===== config.mk =====
export PLATFORM = sky130hd
export DESIGN_NAME = calendar_date_offset_core
export DESIGN_NICKNAME = d
export VERILOG_FILES = /design/src/cdo_pkg.sv /design/src/calendar_date_offset_core.sv /design/src/cdo_datapath.sv /design/src/cdo_ctrl.sv
export SDC_FILE = /design/constraint.sdc
export NUM_CORES = 1
export LEC_CHECK = 0
export ABC_AREA = 0
export BUFFER_PORTS_ARGS = -buffer_cell sky130_fd_sc_hd__buf_2
export CAP_MARGIN = 20
export CORE_AREA = 5 5 168 122
export CTS_CLUSTER_SIZE = 40
export DETAILED_ROUTE_END_ITERATION = 12
export DIE_AREA = 0 0 173 127
export GPL_ROUTABILITY_DRIVEN = 1
export PLACE_DENSITY = 0.47
export SLEW_MARGIN = 10
export SYNTH_ARGS = -nofsm -noshare
export SYNTH_HDL_FRONTEND = slang
export SYNTH_SLANG_ARGS = --single-unit

===== constraint.sdc =====
create_clock -name clk -period 5.6 [get_ports clk]
set_clock_uncertainty 0.2 [all_clocks]
set_input_delay 0.28 -clock clk [delete_from_list [all_inputs] [get_ports clk]]
set_output_delay 0.28 -clock clk [all_outputs]
set_load 0.01 [all_outputs]

===== src/cdo_pkg.sv =====
// Shared types, constants and calendar helpers for the date offset core
package cdo_pkg;

    localparam int COUNT_BITS_DEF = 16;
    localparam int YEAR_BITS_DEF  = 14;

    // Days in one four-year leap cycle
    localparam int CYCLE_DAYS = 1461;
    localparam int LEAP_YEARS = 4;

    localparam logic [3:0] MONTH_JAN = 4'd1;
    localparam logic [3:0] MONTH_FEB = 4'd2;
    localparam logic [3:0] MONTH_APR = 4'd4;
    localparam logic [3:0] MONTH_JUN = 4'd6;
    localparam logic [3:0] MONTH_SEP = 4'd9;
    localparam logic [3:0] MONTH_NOV = 4'd11;
    localparam logic [3:0] MONTH_DEC = 4'd12;

    localparam logic [4:0] DAYS_31 = 5'd31;
    localparam logic [4:0] DAYS_30 = 5'd30;
    localparam logic [4:0] DAYS_29 = 5'd29;
    localparam logic [4:0] DAYS_28 = 5'd28;
    localparam logic [4:0] DAY_FIRST = 5'd1;

    localparam logic OP_ADD = 1'b0;
    localparam logic OP_SUB = 1'b1;

    typedef enum logic [1:0] {
        ST_IDLE = 2'b01,
        ST_RUN  = 2'b10
    } cdo_state_t;

    typedef struct packed {
        logic load;
        logic step;
        logic commit;
    } cdo_cmd_t;

    typedef struct packed {
        logic finished;
    } cdo_status_t;

    // Length of a month; leap is set when the year divides by four
    function automatic logic [4:0] month_len(input logic [3:0] month, input logic leap);
        logic [4:0] len;
        if (month == MONTH_FEB)
        begin
            len = leap ? DAYS_29 : DAYS_28;
        end
        else if (month == MONTH_APR || month == MONTH_JUN ||
                 month == MONTH_SEP || month == MONTH_NOV)
        begin
            len = DAYS_30;
        end
        else
        begin
            len = DAYS_31;
        end
        return len;
    endfunction

endpackage


===== src/calendar_date_offset_core.sv =====
// Calendar date offset core: moves a date forward or backward by a day count
//
// Input channel (in_valid/in_ready) takes one word: opcode (0 add, 1 subtract),
// start_day, start_month, start_year and day_count. Output channel
// (out_valid/out_ready) returns one word per input: the result date,
// start_valid and year_saturated. An invalid start date comes back unchanged.
//
// After acceptance the stepping loop runs one iteration per clock: a four-year
// skip of 1461 days, a whole-month crossing, a saturating stop at a range end,
// or the final in-month move. Iterations stay near count/1461 plus at most
// about 50 month crossings, under 100 for a 16-bit count. A new word is
// accepted the cycle after the previous result is written to the output
// register, so one word is in work at a time.
//
// Reset clears the controller to idle with the output slot empty; in_ready is
// high straight after reset. While the receiver stalls, a finished result
// waits in the working registers until the output slot frees; the output word
// holds steady until taken.
module calendar_date_offset_core
    import cdo_pkg::*;
#(
    parameter int COUNT_BITS = COUNT_BITS_DEF,
    parameter int YEAR_BITS  = YEAR_BITS_DEF
)
(
    input  logic                  clk,
    input  logic                  rst_n,
    input  logic                  in_valid,
    output logic                  in_ready,
    input  logic                  opcode,
    input  logic [4:0]            start_day,
    input  logic [3:0]            start_month,
    input  logic [YEAR_BITS-1:0]  start_year,
    input  logic [COUNT_BITS-1:0] day_count,
    output logic                  out_valid,
    input  logic                  out_ready,
    output logic [4:0]            result_day,
    output logic [3:0]            result_month,
    output logic [YEAR_BITS-1:0]  result_year,
    output logic                  start_valid,
    output logic                  year_saturated
);

    cdo_cmd_t    cmd;
    cdo_status_t status;

    // Sequence the request
    cdo_ctrl u_ctrl (
        .clk       (clk),
        .rst_n     (rst_n),
        .in_valid  (in_valid),
        .in_ready  (in_ready),
        .out_valid (out_valid),
        .out_ready (out_ready),
        .cmd       (cmd),
        .status    (status)
    );

    // Step the date
    cdo_datapath #(
        .COUNT_BITS (COUNT_BITS),
        .YEAR_BITS  (YEAR_BITS)
    ) u_datapath (
        .clk            (clk),
        .rst_n          (rst_n),
        .cmd            (cmd),
        .status         (status),
        .opcode         (opcode),
        .start_day      (start_day),
        .start_month    (start_month),
        .start_year     (start_year),
        .day_count      (day_count),
        .result_day     (result_day),
        .result_month   (result_month),
        .result_year    (result_year),
        .start_valid    (start_valid),
        .year_saturated (year_saturated)
    );

endmodule


===== src/cdo_datapath.sv =====
// Date stepping datapath: working date, remaining count and result word registers
module cdo_datapath
    import cdo_pkg::*;
#(
    parameter int COUNT_BITS = COUNT_BITS_DEF,
    parameter int YEAR_BITS  = YEAR_BITS_DEF
)
(
    input  logic                  clk,
    input  logic                  rst_n,
    input  cdo_cmd_t              cmd,
    output cdo_status_t           status,
    input  logic                  opcode,
    input  logic [4:0]            start_day,
    input  logic [3:0]            start_month,
    input  logic [YEAR_BITS-1:0]  start_year,
    input  logic [COUNT_BITS-1:0] day_count,
    output logic [4:0]            result_day,
    output logic [3:0]            result_month,
    output logic [YEAR_BITS-1:0]  result_year,
    output logic                  start_valid,
    output logic                  year_saturated
);

    // Compare width wide enough for both the count and the cycle length
    localparam int W = (COUNT_BITS > 11) ? COUNT_BITS : 11;
    localparam logic [W-1:0] CYCLE_W = W'(CYCLE_DAYS);
    localparam logic [YEAR_BITS-1:0] YEAR_MAX = {YEAR_BITS{1'b1}};
    localparam logic [YEAR_BITS-1:0] YEAR_STEP = YEAR_BITS'(LEAP_YEARS);
    localparam logic [YEAR_BITS-1:0] YEAR_SKIP_TOP = YEAR_MAX - YEAR_STEP;

    logic [4:0]            day_reg, day_next;
    logic [3:0]            month_reg, month_next;
    logic [YEAR_BITS-1:0]  year_reg, year_next;
    logic [COUNT_BITS-1:0] steps_reg, steps_next;
    logic                  back_reg, back_next;
    logic                  ok_reg, ok_next;
    logic                  sat_reg, sat_next;

    logic [4:0]            res_day_reg;
    logic [3:0]            res_month_reg;
    logic [YEAR_BITS-1:0]  res_year_reg;
    logic                  res_ok_reg;
    logic                  res_sat_reg;

    logic                  start_ok;
    logic [4:0]            len;
    logic [4:0]            gap;
    logic [W-1:0]          steps_w;
    logic [3:0]            prev_month;
    logic [YEAR_BITS-1:0]  prev_year;

    // Check the start date
    always_comb
    begin
        start_ok = (start_month >= MONTH_JAN) && (start_month <= MONTH_DEC) &&
                   (start_day != 5'd0) &&
                   (start_day <= month_len(start_month, start_year[1:0] == 2'b00));
    end

    // Load or step: skip four years, finish in month, saturate or cross a month
    always_comb
    begin
        len        = month_len(month_reg, year_reg[1:0] == 2'b00);
        gap        = len - day_reg;
        steps_w    = W'(steps_reg);
        prev_month = (month_reg == MONTH_JAN) ? MONTH_DEC : month_reg - 4'd1;
        prev_year  = (month_reg == MONTH_JAN) ? year_reg - YEAR_BITS'(1) : year_reg;

        day_next   = day_reg;
        month_next = month_reg;
        year_next  = year_reg;
        steps_next = steps_reg;
        back_next  = back_reg;
        ok_next    = ok_reg;
        sat_next   = sat_reg;

        if (cmd.load)
        begin
            day_next   = start_day;
            month_next = start_month;
            year_next  = start_year;
            steps_next = start_ok ? day_count : '0;
            back_next  = opcode;
            ok_next    = start_ok;
            sat_next   = 1'b0;
        end
        else if (cmd.step && (steps_reg != '0))
        begin
            if (back_reg == OP_ADD)
            begin
                if ((steps_w >= CYCLE_W) && (year_reg <= YEAR_SKIP_TOP))
                begin
                    steps_next = COUNT_BITS'(steps_w - CYCLE_W);
                    year_next  = year_reg + YEAR_STEP;
                end
                else if (steps_w <= W'(gap))
                begin
                    day_next   = day_reg + steps_w[4:0];
                    steps_next = '0;
                end
                else if ((month_reg == MONTH_DEC) && (year_reg == YEAR_MAX))
                begin
                    day_next   = DAYS_31;
                    sat_next   = 1'b1;
                    steps_next = '0;
                end
                else
                begin
                    steps_next = COUNT_BITS'(steps_w - W'(gap) - W'(1));
                    day_next   = DAY_FIRST;
                    if (month_reg == MONTH_DEC)
                    begin
                        month_next = MONTH_JAN;
                        year_next  = year_reg + YEAR_BITS'(1);
                    end
                    else
                    begin
                        month_next = month_reg + 4'd1;
                    end
                end
            end
            else
            begin
                if ((steps_w >= CYCLE_W) && (year_reg >= YEAR_STEP))
                begin
                    steps_next = COUNT_BITS'(steps_w - CYCLE_W);
                    year_next  = year_reg - YEAR_STEP;
                end
                else if (steps_w < W'(day_reg))
                begin
                    day_next   = day_reg - steps_w[4:0];
                    steps_next = '0;
                end
                else if ((month_reg == MONTH_JAN) && (year_reg == '0))
                begin
                    day_next   = DAY_FIRST;
                    sat_next   = 1'b1;
                    steps_next = '0;
                end
                else
                begin
                    steps_next = COUNT_BITS'(steps_w - W'(day_reg));
                    month_next = prev_month;
                    year_next  = prev_year;
                    day_next   = month_len(prev_month, prev_year[1:0] == 2'b00);
                end
            end
        end
    end

    // Hold the working date and count
    always_ff @(posedge clk or negedge rst_n)
    begin
        if (!rst_n)
        begin
            day_reg   <= DAY_FIRST;
            month_reg <= MONTH_JAN;
            year_reg  <= '0;
            steps_reg <= '0;
            back_reg  <= OP_ADD;
            ok_reg    <= 1'b0;
            sat_reg   <= 1'b0;
        end
        else
        begin
            day_reg   <= day_next;
            month_reg <= month_next;
            year_reg  <= year_next;
            steps_reg <= steps_next;
            back_reg  <= back_next;
            ok_reg    <= ok_next;
            sat_reg   <= sat_next;
        end
    end

    // Latch the finished date into the result word
    always_ff @(posedge clk)
    begin
        if (cmd.commit)
        begin
            res_day_reg   <= day_reg;
            res_month_reg <= month_reg;
            res_year_reg  <= year_reg;
            res_ok_reg    <= ok_reg;
            res_sat_reg   <= sat_reg;
        end
    end

    assign status.finished = (steps_reg == '0);
    assign result_day      = res_day_reg;
    assign result_month    = res_month_reg;
    assign result_year     = res_year_reg;
    assign start_valid     = res_ok_reg;
    assign year_saturated  = res_sat_reg;

endmodule


===== src/cdo_ctrl.sv =====
// Controller: input acceptance, stepping sequence and result word hand-off
module cdo_ctrl
    import cdo_pkg::*;
(
    input  logic        clk,
    input  logic        rst_n,
    input  logic        in_valid,
    output logic        in_ready,
    output logic        out_valid,
    input  logic        out_ready,
    output cdo_cmd_t    cmd,
    input  cdo_status_t status
);

    cdo_state_t state_reg, state_next;
    logic       out_valid_reg, out_valid_next;
    logic       slot_free;

    assign slot_free = !out_valid_reg || out_ready;

    // Decode commands and next state
    always_comb
    begin
        cmd        = '0;
        state_next = state_reg;
        unique case (state_reg)
            ST_IDLE:
            begin
                cmd.load = in_valid;
                if (in_valid)
                begin
                    state_next = ST_RUN;
                end
            end
            ST_RUN:
            begin
                cmd.step   = 1'b1;
                cmd.commit = status.finished && slot_free;
                if (cmd.commit)
                begin
                    state_next = ST_IDLE;
                end
            end
            default:
            begin
                state_next = ST_IDLE;
            end
        endcase
    end

    // Fill the result slot on commit, drop it when taken
    always_comb
    begin
        if (cmd.commit)
        begin
            out_valid_next = 1'b1;
        end
        else if (out_ready)
        begin
            out_valid_next = 1'b0;
        end
        else
        begin
            out_valid_next = out_valid_reg;
        end
    end

    always_ff @(posedge clk or negedge rst_n)
    begin
        if (!rst_n)
        begin
            state_reg     <= ST_IDLE;
            out_valid_reg <= 1'b0;
        end
        else
        begin
            state_reg     <= state_next;
            out_valid_reg <= out_valid_next;
        end
    end

    assign in_ready  = (state_reg == ST_IDLE);
    assign out_valid = out_valid_reg;

endmodule


Yosys cells after proc, flatten, opt, wreduce, memory -nomap -nowiden:

Cells that the tools add are included.

* $add $sub $neg: 13
* muxes and demuxes: 66
* equality and inequality tests: 34
* reduce and logical (&&, ||, !) cells: 37
* magnitude comparators: 8

Operators with widths (count)
* 16-bit 2-to-1 mux: 10
* 14-bit 2-to-1 mux: 11
* 5-bit 2-to-1 mux: 12
* 4-bit 2-to-1 mux: 11
* 16-bit by 5-bit subtractor with 16-bit output: 2
* 4-bit == test (second input constant): 7
* 4-bit by 3-bit == test with 1-bit output (second input constant): 6
* 7-bit AND reduction: 3
* 1-bit 2-to-1 mux: 18
* 16-bit by 11-bit greater-or-equal comparator with 1-bit output (second input constant): 1
* 16-bit by 5-bit <= comparator with 1-bit output: 1
* 16-bit logical NOT: 1
* 16-bit by 5-bit less-than comparator with 1-bit output: 1
* 16-bit nonzero test: 1
* 16-bit by 1-bit subtractor with 16-bit output (second input constant): 1
* 16-bit by 11-bit subtractor with 16-bit output (second input constant): 1
* 14-bit by 1-bit adder with 14-bit output (second input constant): 1
* 14-bit by 3-bit adder with 14-bit output (second input constant): 1
* 14-bit == test (second input constant): 1
* 14-bit by 3-bit greater-or-equal comparator with 1-bit output (second input constant): 1
* 14-bit <= comparator (second input constant): 1
* 14-bit logical NOT: 1
* 14-bit by 1-bit subtractor with 14-bit output (second input constant): 1
* 14-bit by 3-bit subtractor with 14-bit output (second input constant): 1
* 30 further kinds: 63

* output and inout port bits: 27
* flip-flop bits (word level): 70
* word-level logic and storage cells: 173

Longest topological paths before layout:

Gate-level depths: netlist of the first run.

* depth after elaboration: 15
* mapped depth: 21
* mapped depth without buffers: 18

Hierarchy:

Synthesis of the first run repeated with hierarchy kept, for this count alone.

* cell total of the unflattened synthesis: 742
* area, all modules: 6206.0 um^2

By module, submodules not included
* cdo_datapath: instances 1, cells an instance 728, area each 6060.8 um^2
* cdo_ctrl: instances 1, cells an instance 14, area each 145.1 um^2

Worst setup path after synthesis of the first run:

No wires, ideal clock.

* path kind: register -> register
* start point: register u_datapath.month_reg[0]
* end point: register u_datapath.year_reg[7]
* setup time: 0.123 ns
* period minus slack after synthesis: 4.912 ns
* arrival: 4.589 ns
* path slack: 0.688 ns
* data required time: 5.277 ns
* stages on the path, launching flop included: 20
* cell sequence: dfstp_2 -> clkbuf_1 -> inv_1 -> ha_1 -> o21a_1 -> a21oi_1 -> o22ai_1 -> ha_1 -> fa_1 -> nand3_1 -> xnor2_1 -> ha_1 -> and4b_1 -> o21ai_0 -> a32oi_1 -> and2b_1 -> o311a_1 -> nor3_1 -> o311ai_0 -> o2bb2ai_1

* cells in the longest elaborated chain, start to end: 10
* elaborated cells between the ends (all ways): 22

Ends and longest elaborated chain
* start: declaration: RTL line cdo_datapath.sv:33 `logic [3:0] month_reg, month_next;`
* start signal: assignment: RTL line cdo_datapath.sv:168 `month_reg <= month_next;`
* 4-bit by 3-bit == test with 1-bit output: RTL line cdo_pkg.sv:50 `else if (month == MONTH_APR || month == MONTH_JUN ||`
* 1-bit logical OR (2 in a row): RTL line cdo_pkg.sv:50
* 1-bit logical OR: RTL line cdo_pkg.sv:51 `month == MONTH_SEP || month == MONTH_NOV)`
* 1-bit 2-to-1 mux: RTL line cdo_pkg.sv:50
* 5-bit 2-to-1 mux: RTL line cdo_pkg.sv:46 `if (month == MONTH_FEB)`
* 5-bit subtractor: RTL line cdo_datapath.sv:65 `gap = len - day_reg;`
* 16-bit by 5-bit <= comparator with 1-bit output: RTL line cdo_datapath.sv:97 `else if (steps_w <= W'(gap))`
* 4-bit by 2-bit inequality test with 1-bit output (no line)
* 7-bit AND reduction (no line) *
* end signal: assignment: RTL line cdo_datapath.sv:169 `year_reg <= year_next;`
* end: declaration: RTL line cdo_datapath.sv:34 `logic [YEAR_BITS-1:0] year_reg, year_next;`

Mark *: on every way between the ends. The rest lies on a longest branch, timed or not.
A chain may end at the register's enable or synchronous reset.

Worst setup path in the final report of the first run:

* start point: register u_datapath.month_reg[0]
* end point: register u_datapath.year_reg[4]

Same word-level chain as after synthesis.

==> implementation parameters, run 1 <==
Parameter                              Value

Run status
  Status ... finished clean

Setup path
  Setup crit end kind ... register
  Critical path class ... reg2reg
  Max Fanout on Critical Path ... 16
  Crit path launch type ... register
  Data arrival time of the critical path ... 5130 ps
  Worst endpoint required time ... approximately 5600 ps

Yosys
  Synthesized netlist net count ... 803
  Distinct cells, synth ... 78
  Portion of synthesized cell area occupied by the leading cell type ... 0.174
  Post-synth ARST share ... 0.643
  Top cells by area, synth ... dfrtp_1 (17%), edfxtp_1 (12%), ha_1 (8.5%)
  Count of flip-flops with a built-in enable after synthesis ... 25
  Number of storage elements in the synthesis netlist ... 70
  Most common flop cell mapped by yosys ... dfrtp_1
  Post-synth top area cell ... dfrtp_1
  Mapped Cells ... 713
  Yosys warns ... 0
  Avg Synthesized Cell Area ... 8.48 um2
  Netlist Area Pre-Place ... approximately 0.006 mm2
  Portion of the post-synthesis area used by sequential elements ... 0.311

Route
  Total Routed Length ... about 20 mm
  Detailed-router iteration count before antenna repair ... 5
  Number of DRC violations after detailed routing ... 0
  Overall via count from detail_route ... slightly below 6000
  Routed vias/inst ... about 5.7
  Antenna violation net count after detailed routing ... 0
  Number of DRC violations after detailed-routing iteration 0 ... 590
  Avg WL per Cell ... 20.0 um

Timing
  Worst slew slack as a fraction of its limit ... 0.369
  Count of final setup violators ... 0
  Maximum clock rate ... around 0.20 GHz
  Sum of negative setup slack ... 0 ps
  Fraction of the cycle the final worst path needs ... 0.910
  Min Tclk post-route ... between 5000 and 6000 ps
  RSZ-0062 raised after global routing ... false
  Hold violation count in the final report ... 0
  Final count of pins violating max slew ... 0
  Measured slew at the worst slew-check pin ... 939 ps

Floorplanning
  Row Count ... between 40 and 50
  I/O pin cnt ... a little over 70
  X dimension of the die ... between 150 and 200 um
  Die Ht ... 127 um
  Initial standard-cell utilization of the core ... 0.325
  Area of the die ... between 0.02 and 0.025 mm2
  Area of the placeable core ... roughly 0.019 mm2

Global routing
  Sum of overflow across all layers after global routing ... 0
  Number of antenna violations at the first check in global routing ... 0
  Largest net degree at the start of global routing ... 46
  Global-route wire length before repair ... 32.1 mm
  Number of global-route vias before repair ... between 5000 and 6000
  GRT Resource Usage Total ... 0.185

Finish
  Most frequent cells in the layout ... buf_2 (70), nor2_1 (69), nand2_1 (64), a21oi_1 (43), o21ai_0 (43)
  Layout net count ... 859
  Commonest non-fill, non-tap cell in the layout ... buf_2
  Largest register FFs ... 16
  Finished Cell Area ... a little under 0.007 mm2
  Area Overhead vs Synth ... 14.7%
  Antenna diode count ... 0
  Fraction of layout instances using a drive strength above 1 ... 0.167

Placement
  DP Wirelength ... between 10 and 15 mm
  Number of buffer cells added on primary ports ... 70
  Post-detailed-placement cell area ... 0.00663 mm2
  Routability-driven placement congestion ratio ... approximately 0.9

Clock tree
  H-tree lvl count ... 3
  Count of clock tree sinks ... 70
  Number of setup buffers added after CTS ... 0
  TritonCTS Buffers ... 9
  Clk Latency, worst-skew pair ... 350 ps
  CTS Buffer Depth ... 2
  Cell chosen for the clock root ... clkbuf_16
  Clock tree from TritonCTS ... done
  Clock Pin Slew Worst Setup and Hold Paths ... ~60 ps

Pwr
  Pwr per Cell Area ... ~640 mW/mm2
  Static leakage ... around 2.8 nW
  Worst vdd ir ... 0.192 mV

Worst hold path
  Min-delay worst type ... in2reg

Run
  Count of max-cap constraint violations ... 0
==> final cells by class <==
type / instances / area, um2
Inverter: 36 / 135
Sequential cell: 70 / 1880
Clock inverter: 7 / 40.0
Clock buffer: 9 / 225
Fill cell: 1947 / 11700
Tap cell: 242 / 303
Timing Repair Buffer: 88 / 495
Multi-Input combinational cell: 564 / 3860
==> worst max-delay path: stages (launching register included) <==
cell and delay (ps):
dfstp_2 670, inv_1 150, ha_1 290, o21a_1 200
a21oi_1 110, o22ai_1 100, ha_1 230, fa_1 400
nand3_1 120, xnor2_1 100, ha_1 410, and4b_1 240
o21ai_0 100, a32oi_1 150, and2b_1 210, o311a_1 380
or3_4 480, a221o_1 300, o22a_1 150
==> per-stage QoR <==
stage / utilization / worst slack [ps] / hold slack, ps / instances / total power [mW]
2_1_floorplan: - / 688 / -216 / 713 / 3.08
3_3_place_gp: 0.356 / 506 / 236 / 996 / 3.81
3_5_place_dp: 0.356 / 351 / 241 / 996 / 3.84
4_1_cts: 0.373 / 331 / 9.68 / 1016 / 4.40
5_1_grt: 0.373 / 233 / 26.6 / 1016 / 4.81
6_report: 0.373 / 506 / 15.2 / 1016 / 4.43
==> report_power, final <==
group          switching (mW)  total (mW)  leakage, nW  internal [mW]
logic                    1.70        2.83         1.92           1.14
registers               0.352        1.06        0.773          0.711
clock network           0.238       0.534        0.133          0.297
total                    2.29        4.43         2.82           2.14
==> metal layers <==
layer / routed length (um) / up-vias / global-route usage / part of all wire
met5: 0 / - / 0 / 0
met4: 293 / 0 / 0.0488 / 0.014
met3: 1490 / 27 / 0.0431 / 0.073
met1: 10100 / 2762 / 0.277 / 0.50
met2: 8470 / 234 / 0.268 / 0.42
li1: - / 2753 / - / -
==> what timing repair did <==
item | CTS | global route
endpoints found under the setup margin | 0 | 2
hold buffers | 4 | 0
resized for setup | 0 | 1
hold endpoints to repair | 45 | 0
==> worst paths after layout <==
| check | slack, ps | cells past startpoint | startpoint | end |
|---|---|---|---|---|
| min | 20 | 3 | start_year[7] | u_datapath.year_reg[7] |
| min in group asynchronous | 370 | 3 | rst_n | u_datapath.steps_reg[5] |
| max | 510 | 18 | u_datapath.month_reg[0] | u_datapath.year_reg[4] |
| min reg2reg | 250 | 0 | u_datapath.ok_reg | u_datapath.start_valid |
| max reg2reg | 510 | 18 | u_datapath.month_reg[0] | u_datapath.year_reg[4] |
| max in group asynchronous | 4330 | 3 | rst_n | u_datapath.month_reg[3] |
==> synth_stat cells, types with 5 or more instances <==
library cell / instances
a221oi_1: 12
nand2b_1: 5
a31oi_1: 14
buf_2: 9
nand2_1: 64
a21oi_1: 43
inv_1: 36
or4_1: 5
o211ai_1: 8
o21ai_1: 6
o21a_1: 9
xor2_1: 16
ha_1: 41
nor3_1: 20
nor4_1: 12
nor2_1: 70
and2_1: 7
nand3_1: 12
o21ai_0: 43
mux2i_1: 5
a211oi_1: 15
o31ai_1: 10
o221ai_1: 5
a22oi_1: 5
dfrtp_1: 42
a21o_1: 9
or3_1: 6
clkbuf_1: 31
xnor2_1: 27
fa_1: 5
a22o_1: 6
edfxtp_1: 25
nor2b_1: 6
==> cells by family after synthesis <==
kind of cell | count (synthesis) | share of synthesized area
and+or+nand+nor | 239 | 0.197
AOI/OAI and AO/OA | 227 | 0.259
buffers and inverters | 79 | 0.0534
DFF | 70 | 0.311
adders and majority gates | 46 | 0.101
xor gates and xnor gates | 43 | 0.0623
muxes | 9 | 0.0157
Note: power is estimated with default switching activity, not from simulation.
==> run 2, diff against run 1 <==
--- a/config.mk
+++ b/config.mk
@@ -5,15 +5,15 @@
 export SDC_FILE = /design/constraint.sdc
 export NUM_CORES = 1
 export LEC_CHECK = 0
-export ABC_AREA = 0
+export ABC_AREA = 1
 export BUFFER_PORTS_ARGS = -buffer_cell sky130_fd_sc_hd__buf_2
 export CAP_MARGIN = 20
-export CORE_AREA = 5 5 168 122
+export CORE_AREA = 5 5 190 137
 export CTS_CLUSTER_SIZE = 40
 export DETAILED_ROUTE_END_ITERATION = 12
-export DIE_AREA = 0 0 173 127
+export DIE_AREA = 0 0 195 142
 export GPL_ROUTABILITY_DRIVEN = 1
-export PLACE_DENSITY = 0.47
+export PLACE_DENSITY = 0.46
 export SLEW_MARGIN = 10
 export SYNTH_ARGS = -nofsm -noshare
 export SYNTH_HDL_FRONTEND = slang
==> run 2 against run 1 <==
  * Non-clock buffer count down 10
  * Sequential power increased by 8%
  * Largest cell class unchanged
  * Critical endpoint is now u_datapath.month_reg[2]
  * Cell count grew 54%
  * Hold slack improved by 24 ps
  * Sequential cell count did not move
  * Core utilization fell by 1.6 points
  * Synthesized cell count rose by 66%
  * Critical path depth up 5
  * Global-route usage rose by 1.8 points
  * Critical path type unchanged
  * Area after synthesis grew 29%
==> implementation parameters, run 2 <==
Parameter                              Value

Yosys
  Distinct cells, synth ... 50 (-36%)
  Synthesized netlist net count ... 1276 (+59%)
  Yosys warns ... 0 (unchanged)
  Post-synth ARST share ... 0.643 (unchanged)
  Avg Synthesized Cell Area ... 6.57 um2 (-23%)
  Most frequently used cell type in the post-synthesis netlist ... nand2_1
  Post-synth top area cell ... nand2_1
  Portion of the post-synthesis area used by sequential elements ... 0.241 (-0.0696)
  Commonest cells in the netlist ... nand2_1 (335), nand3_1 (150), inv_1 (133)
  Top cells by area, synth ... nand2_1 (16%), dfrtp_1 (13%), edfxtp_1 (9.6%)
  Netlist Area Pre-Place ... 0.00780 mm2 (+29%)
  Portion of synthesized cell area occupied by the leading cell type ... 0.161 (-0.0124)
  Most common flop cell mapped by yosys ... dfrtp_1
  Count of flip-flops with a built-in enable after synthesis ... 25 (unchanged)
  Mapped Cells ... 1186 (+66%)
  Number of storage elements in the synthesis netlist ... 70 (unchanged)

Route
  Antenna violation net count after detailed routing ... 0 (unchanged)
  Total Routed Length ... 28.2 mm (+38%)
  Number of DRC violations after detailed-routing iteration 0 ... 713 (+21%)
  Overall via count from detail_route ... 7817 (+35%)
  Number of DRC violations after detailed routing ... 0 (unchanged)
  Avg WL per Cell ... 18.1 um (-9.8%)
  Detailed-router iteration count before antenna repair ... 8 (+3)
  Routed vias/inst ... 5.01 (-12%)

Pwr
  Clock network power share ... 0.114 (-0.007)
  Sequential share of power ... 0.219 (-0.021)
  Internal cell power ... 2.23 mW (+3.9%)
  Combinational power share ... 0.667 (+0.028)
  Static leakage ... 4.20 nW (+49%)
  Share of total power consumed by net switching ... 0.576 (+0.0600)
  Worst vdd ir ... 0.217 mV (+13%)
  NetSw ... 3.03 mW (+32%)
  Pwr per Cell Area ... 610 mW/mm2 (-4.4%)

Worst hold path
  Min-delay worst type ... in2reg
  Hold_sp ... start_year[4]
  Hold-critical path depth ... 4 (+1)
  Capture endpoint of the worst hold path ... u_datapath.year_reg[4]

Global routing
  Global-route wire length before repair ... 43.6 mm (+36%)
  Number of antenna violations at the first check in global routing ... 0 (unchanged)
  Sum of overflow across all layers after global routing ... 0 (unchanged)
  GRT Resource Usage Total ... 0.203 (+0.0175)
  Largest net degree at the start of global routing ... 46 (unchanged)
  Number of global-route vias before repair ... 7365 (+33%)

Timing
  Final count of pins violating max slew ... 0 (unchanged)
  Measured slew at the worst slew-check pin ... 785 ps (-154 ps)
  Sum of negative setup slack ... 0 ps (unchanged)
  Maximum clock rate ... 0.222 GHz (+13%)
  Hold violation count in the final report ... 0 (unchanged)
  Final worst hold slack ... 38.8 ps (+23.7 ps)
  Min Tclk post-route ... 4510 ps (-586 ps)
  Fraction of the cycle the final worst path needs ... 0.805 (-0.105)
  RSZ-0062 raised after global routing ... false
  Count of final setup violators ... 0 (unchanged)
  Worst slew slack as a fraction of its limit ... 0.473 (+0.104)

Run
  Count of max-cap constraint violations ... 0 (unchanged)

Finish
  Largest register FFs ... 16 (unchanged)
  Most frequent cells in the layout ... nand2_1 (335), nand3_1 (150), inv_1 (133), nor2_1 (109), buf_2 (70)
  Layout net count ... 1320 (+54%)
  Layout fillers ... 2690 (+38%)
  Commonest non-fill, non-tap cell in the layout ... nand2_1
  Area Overhead vs Synth ... 10.5%
  Fraction of layout instances using a drive strength above 1 ... 0.143 (-0.0233)
  Antenna diode count ... 0 (unchanged)

Clock tree
  H-tree lvl count ... 3 (unchanged)
  Number of setup buffers added after CTS ... 0 (unchanged)
  Cell chosen for the clock root ... clkbuf_16
  Clock tree from TritonCTS ... done
  CTS Buffer Depth ... 2 (unchanged)
  TritonCTS Buffers ... 9 (unchanged)
  Clk Latency, worst-skew pair ... 360 ps (about the same)
  Count of clock tree sinks ... 70 (unchanged)
  Clock Pin Slew Worst Setup and Hold Paths ... 60 ps (about the same)

Floorplanning
  Initial standard-cell utilization of the core ... 0.323 (-0.00228)
  I/O pin cnt ... 71 (unchanged)
  Die Ht ... 142 um (+12%)
  Row Count ... 48 (+14%)
  Area of the placeable core ... 0.0241 mm2 (+30%)
  X dimension of the die ... 195 um (+13%)
  Area of the die ... 0.0277 mm2 (+26%)

Setup path
  Terminus of the critical flop-to-flop path ... u_datapath.month_reg[2]
  Number of cells on the worst reg-to-reg path ... 23 (+5)
  Worst endpoint required time ... 5640 ps (about the same)
  Worst r2r src ... u_datapath.month_reg[0]
  Data arrival time of the critical path ... 4540 ps (-590 ps)
  Max Fanout on Critical Path ... 9 (-7)
  Critical path class ... reg2reg
  Setup crit end kind ... register
  Register-to-register setup slack ... 1090 ps (+590 ps)
  Crit path launch type ... register

Placement
  Number of buffer cells added on primary ports ... 70 (unchanged)
  DP Wirelength ... 21.7 mm (+48%)
  Routability-driven placement congestion ratio ... 0.884 (-3.4%)

Run status
  Status ... finished clean
run 2: cell types whose count changed in the layout (fill, tap and decap cells not counted), sizes merged, moves of 14 or more:
| cell | previous run | this run |
|---|---|---|
| a211oi | 15 | 0 |
| a221oi | 14 | 0 |
| inv | 37 | 148 |
| nand2 | 64 | 360 |
| nand3 | 12 | 160 |
| nand4 | 3 | 36 |
| nor2 | 70 | 128 |
| xnor2 | 27 | 7 |
| xor2 | 16 | 55 |
run 2: worst max-delay path by stage:
| stage | startpoint | endpoint | slack (ps) | cells past startpoint |
|---|---|---|---|---|
| floorplan | u_datapath.month_reg[0] | u_datapath.year_reg[5] | 1710 | 26 |
| global placement | u_datapath.month_reg[0] | u_datapath.steps_reg[13] | 1240 | 24 |
| detailed placement | u_datapath.month_reg[0] | u_datapath.year_reg[2] | 1120 | 25 |
| CTS | u_datapath.month_reg[0] | u_datapath.year_reg[2] | 1120 | 23 |
| global route | u_datapath.month_reg[0] | u_datapath.year_reg[6] | 660 | 25 |
| finish | u_datapath.month_reg[0] | u_datapath.month_reg[2] | 1090 | 23 |
run 2: per-stage QoR:
step | std cells | cell area [um2] | utilization | worst slack, ps | total power [mW]
final | 1560 | 8610 | 0.357 | 1090 | 5.26
after global placement | 1541 | 8290 | 0.343 | 1240 | 4.63
after global routing | 1560 | 8610 | 0.357 | 656 | 5.76
after floorplan | 1186 | 7800 | - | 1710 | 3.70
after detailed placement | 1541 | 8290 | 0.343 | 1120 | 4.59
after CTS | 1560 | 8610 | 0.357 | 1120 | 5.22
run 2: area by class of cell:
| class | count | area [um2] | share of cell area |
|---|---|---|---|
| multi-input cells | 922 | 5050 | 0.586 |
| flip-flops and latches | 70 | 1880 | 0.218 |
| inverters | 149 | 564 | 0.0655 |
| repair buffers | 78 | 418 | 0.0485 |
| well taps | 325 | 407 | 0.0472 |
| clock buffers | 9 | 225 | 0.0261 |
| clock inverters | 7 | 73.8 | 0.00857 |
run 2: cells by family (layout without fill, tap and decap cells):
family	after synthesis	after routing	share of synthesized area
buffers and inverters	194	243	0.112
flip-flops	70	70	0.241
XOR/XNOR	62	62	0.0697
AND/OR/NAND/NOR	723	723	0.432
AO/OA/AOI/OAI	91	91	0.0664
adder cells (fa/ha/maj)	46	46	0.0786
run 2: per-layer routing:
| metal | track usage | wire [um] |
|---|---|---|
| met1 | 0.319 | 14900 |
| met3 | 0.0412 | 1880 |
| met4 | 0.0397 | 245 |
| met2 | 0.285 | 11200 |
| met5 | 0 | 0 |
run 2: critical path, cell delays in order, from the launching register on:
cell	delay [ps]
dfstp_2	620
inv_1	150
ha_1	260
nand2_1	90
inv_1	40
o21ai_0	150
o31ai_1	90
o21ai_0	90
inv_1	70
ha_1	200
fa_1	400
nand3_1	120
xor2_1	210
ha_1	300
inv_1	130
nor2_4	60
nand4_1	150
nand3_1	250
nand2_1	150
inv_2	80
a21oi_1	320
nand2_4	130
nand2_1	80
o21ai_1	60
run 2: power groups by stage:
stage | clock [mW] | sequential [mW] | combinational (mW)
2_1_floorplan | 0 | 0.879 | 2.82
3_3_place_gp | 0 | 1.16 | 3.47
4_1_cts | 0.617 | 1.14 | 3.47
6_report | 0.601 | 1.15 | 3.51
5_1_grt | 0.639 | 1.18 | 3.95
3_5_place_dp | 0 | 1.15 | 3.44
run 2: timing repair:
item,in CTS,in global routing
hold buffers,3,0
hold endpoints to repair,44,0
gates resized for setup,0,0
==> run 3, diff against run 2 <==
==> constraint.sdc (replaced) <==
create_clock -name clk -period 4.7 [get_ports clk]
set_clock_uncertainty 0.2 [all_clocks]
set_input_delay 0.235 -clock clk [delete_from_list [all_inputs] [get_ports clk]]
set_output_delay 0.235 -clock clk [all_outputs]
set_load 0.01 [all_outputs]
==> run 3 against run 2 <==
  * Count of clock-buffer cells in the layout did not move
  * Sequential share of layout area fell by 0.27 points
  * Die area did not move
  * Largest power group unchanged
  * Fmax rose by 5.4%
  * Global-route usage fell by 0.076 points
  * Power rose by 20%
  * Clock power rose by 20%
  * Via count rose by 1.9%
  * Cell count rose by 0.83%
  * Critical path depth rose by 2
  * First-iteration DRC count fell by 9.3%
  * Sequential cell count did not move
==> implementation parameters, run 3 (synthesis results as in run 2) <==
Parameter                              Value

Run status
  Status ... finished clean

Timing
  RSZ-0062 raised after global routing ... false
  Final count of pins violating max slew ... 0 (unchanged)
  Measured slew at the worst slew-check pin ... 728 ps (-57.2 ps)
  Count of final setup violators ... 0 (unchanged)
  Fraction of the cycle the final worst path needs ... 0.910 (+0.105)
  Min Tclk post-route ... 4280 ps (-230 ps)
  Maximum clock rate ... 0.234 GHz (+5.4%)
  Worst slew slack as a fraction of its limit ... 0.515 (+0.0414)
  Sum of negative setup slack ... 0 ps (unchanged)
  Hold violation count in the final report ... 0 (unchanged)

Setup path
  Critical path class ... reg2reg
  Number of cells on the worst reg-to-reg path ... 25 (+8.7%)
  Max Fanout on Critical Path ... 12 (+3)
  Launching element of the worst setup path ... u_datapath.month_reg[0]
  Worst endpoint required time ... 4730 ps (-910 ps)
  Worst r2r src ... u_datapath.month_reg[0]
  Data arrival time of the critical path ... 4310 ps (-230 ps)
  Setup crit end kind ... register
  Crit path launch type ... register

Route
  Overall via count from detail_route ... 7968 (+1.9%)
  Detailed-router iteration count before antenna repair ... 6 (-2)
  Routed vias/inst ... 5.07 (+1.1%)
  Total Routed Length ... 28.2 mm (about the same)
  Number of DRC violations after detailed routing ... 0 (unchanged)
  Number of DRC violations after detailed-routing iteration 0 ... 647 (-9.3%)
  Antenna violation net count after detailed routing ... 0 (unchanged)
  Avg WL per Cell ... 17.9 um (-0.84%)

Worst hold path
  Hold_sp ... start_year[4]
  Hold-critical path depth ... 4 (unchanged)
  Min-delay worst type ... in2reg

Global routing
  Most utilized layer in the global route result ... met1
  Global-route wire length before repair ... 43.7 mm (+0.19%)
  Number of global-route vias before repair ... 7276 (-1.2%)
  Met2 Use GR ... 0.280 (-0.00438)
  Number of antenna violations at the first check in global routing ... 0 (unchanged)
  Sum of overflow across all layers after global routing ... 0 (unchanged)
  GRT Resource Usage Total ... 0.202 (-0.000755)
  Met3 GRT Util ... 0.0312 (-0.00994)
  Grt met1 use ... 0.330 (+0.0107)
  Largest net degree at the start of global routing ... 46 (unchanged)

Finish
  Share of the core filled with cells ... 0.361 (+0.00446)
  Largest register FFs ... 16 (unchanged)
  Antenna diode count ... 0 (unchanged)
  Most frequent cells in the layout ... nand2_1 (335), nand3_1 (150), inv_1 (133), nor2_1 (109), buf_2 (70)
  Area Overhead vs Synth ... 11.9%
  Layout net count ... 1333 (+0.98%)
  Commonest non-fill, non-tap cell in the layout ... nand2_1
  Fraction of layout instances using a drive strength above 1 ... 0.150 (+0.00652)

Floorplanning
  Area of the placeable core ... 0.0241 mm2 (unchanged)
  Initial standard-cell utilization of the core ... 0.323 (unchanged)
  Die Ht ... 142 um (unchanged)
  Row Count ... 48 (unchanged)
  Area of the die ... 0.0277 mm2 (unchanged)
  I/O pin cnt ... 71 (unchanged)
  X dimension of the die ... 195 um (unchanged)

Clock tree
  Count of clock tree sinks ... 70 (unchanged)
  Cell chosen for the clock root ... clkbuf_16
  Clock tree from TritonCTS ... done
  H-tree lvl count ... 3 (unchanged)
  TritonCTS Buffers ... 9 (unchanged)
  Clk Latency, worst-skew pair ... 360 ps (about the same)
  Clock Pin Slew Worst Setup and Hold Paths ... 70 ps (about the same)
  CTS Buffer Depth ... 2 (unchanged)
  Number of setup buffers added after CTS ... 0 (unchanged)

Pwr
  Pwr per Cell Area ... 725 mW/mm2 (+19%)
  Static leakage ... 4.26 nW (+1.4%)
  Worst vdd ir ... 0.207 mV (-4.6%)

Run
  Count of max-cap constraint violations ... 0 (unchanged)

Placement
  Number of buffer cells added on primary ports ... 70 (unchanged)
  DP Wirelength ... 21.7 mm (-0.20%)
  Routability-driven placement congestion ratio ... 0.932 (+5.5%)
run 3: changes by cell type in the layout (fill, tap and decap cells not counted), sizes merged:
cell | previous run | this run
buf | 75 | 85
dlygate4sd3 | 3 | 6
run 3: worst paths after layout:
check	slack, ps	endpoint
max in group asynchronous	3450	u_datapath.year_reg[5]
setup reg to reg	420	u_datapath.year_reg[5]
hold / removal	5	u_datapath.year_reg[4]
min in group asynchronous	370	u_ctrl.out_valid
hold reg to reg	250	u_datapath.result_day[4]
setup / recovery	420	u_datapath.year_reg[5]
run 3: power breakdown:
group	switching, mW	internal [mW]
Clock	0.308	0.413
Combinational	2.85	1.43
Sequential	0.463	0.857
run 3: per-layer routing:
layer  share of wire  vias to the layer above
met5               0                        -
met1            0.52                     3726
met3           0.074                       18
met4          0.0087                        0
met2            0.39                      287
li1                -                     3937
run 3: critical path: stages (launching register included):
cell     delay [ps]
dfstp_2         530
inv_1           100
ha_1            250
nand2_1          90
inv_1            40
o21ai_0         130
o31ai_1          80
o21ai_0         100
inv_1            70
ha_1            200
fa_1            400
xor2_1          170
ha_1            370
nand2_1          90
inv_1            90
nand2_1          70
nand2_1          60
nand2_1          50
nand3_1         100
nand2_2         160
nor2_2          170
o21ai_4          90
nor2_4          250
inv_4           150
nand2_1          90
nand2_1          60
run 3: timing repair:
item / 4_1_cts / 5_1_grt
hold buffers: 6 / 0
gates resized for setup: 0 / 1
hold endpoints to repair: 47 / 0
endpoints found under the setup margin: 0 / 1
run 3: area by class of cell:
cell class                      instances  area (um2)
Fill cell                            2720       15400
Multi-Input combinational cell        922        5050
Sequential cell                        70        1880
Inverter                              149         564
Timing Repair Buffer                   91         523
Tap cell                              325         407
Clock buffer                            9         225
Clock inverter                          7        72.6
run 3: through the flow:
step                      worst slack (ps)  hold WS, ps  instances  total power, mW  cell area (um2)
final                                  422         4.63       1573             6.32             8720
after global routing                   116         24.5       1573             6.94             8720
after CTS                              391        0.801       1573             6.31             8720
after detailed placement               410          227       1551             5.55             8360
after global placement                 444          231       1551             5.58             8360
after floorplan                        814         -261       1186             4.41             7800
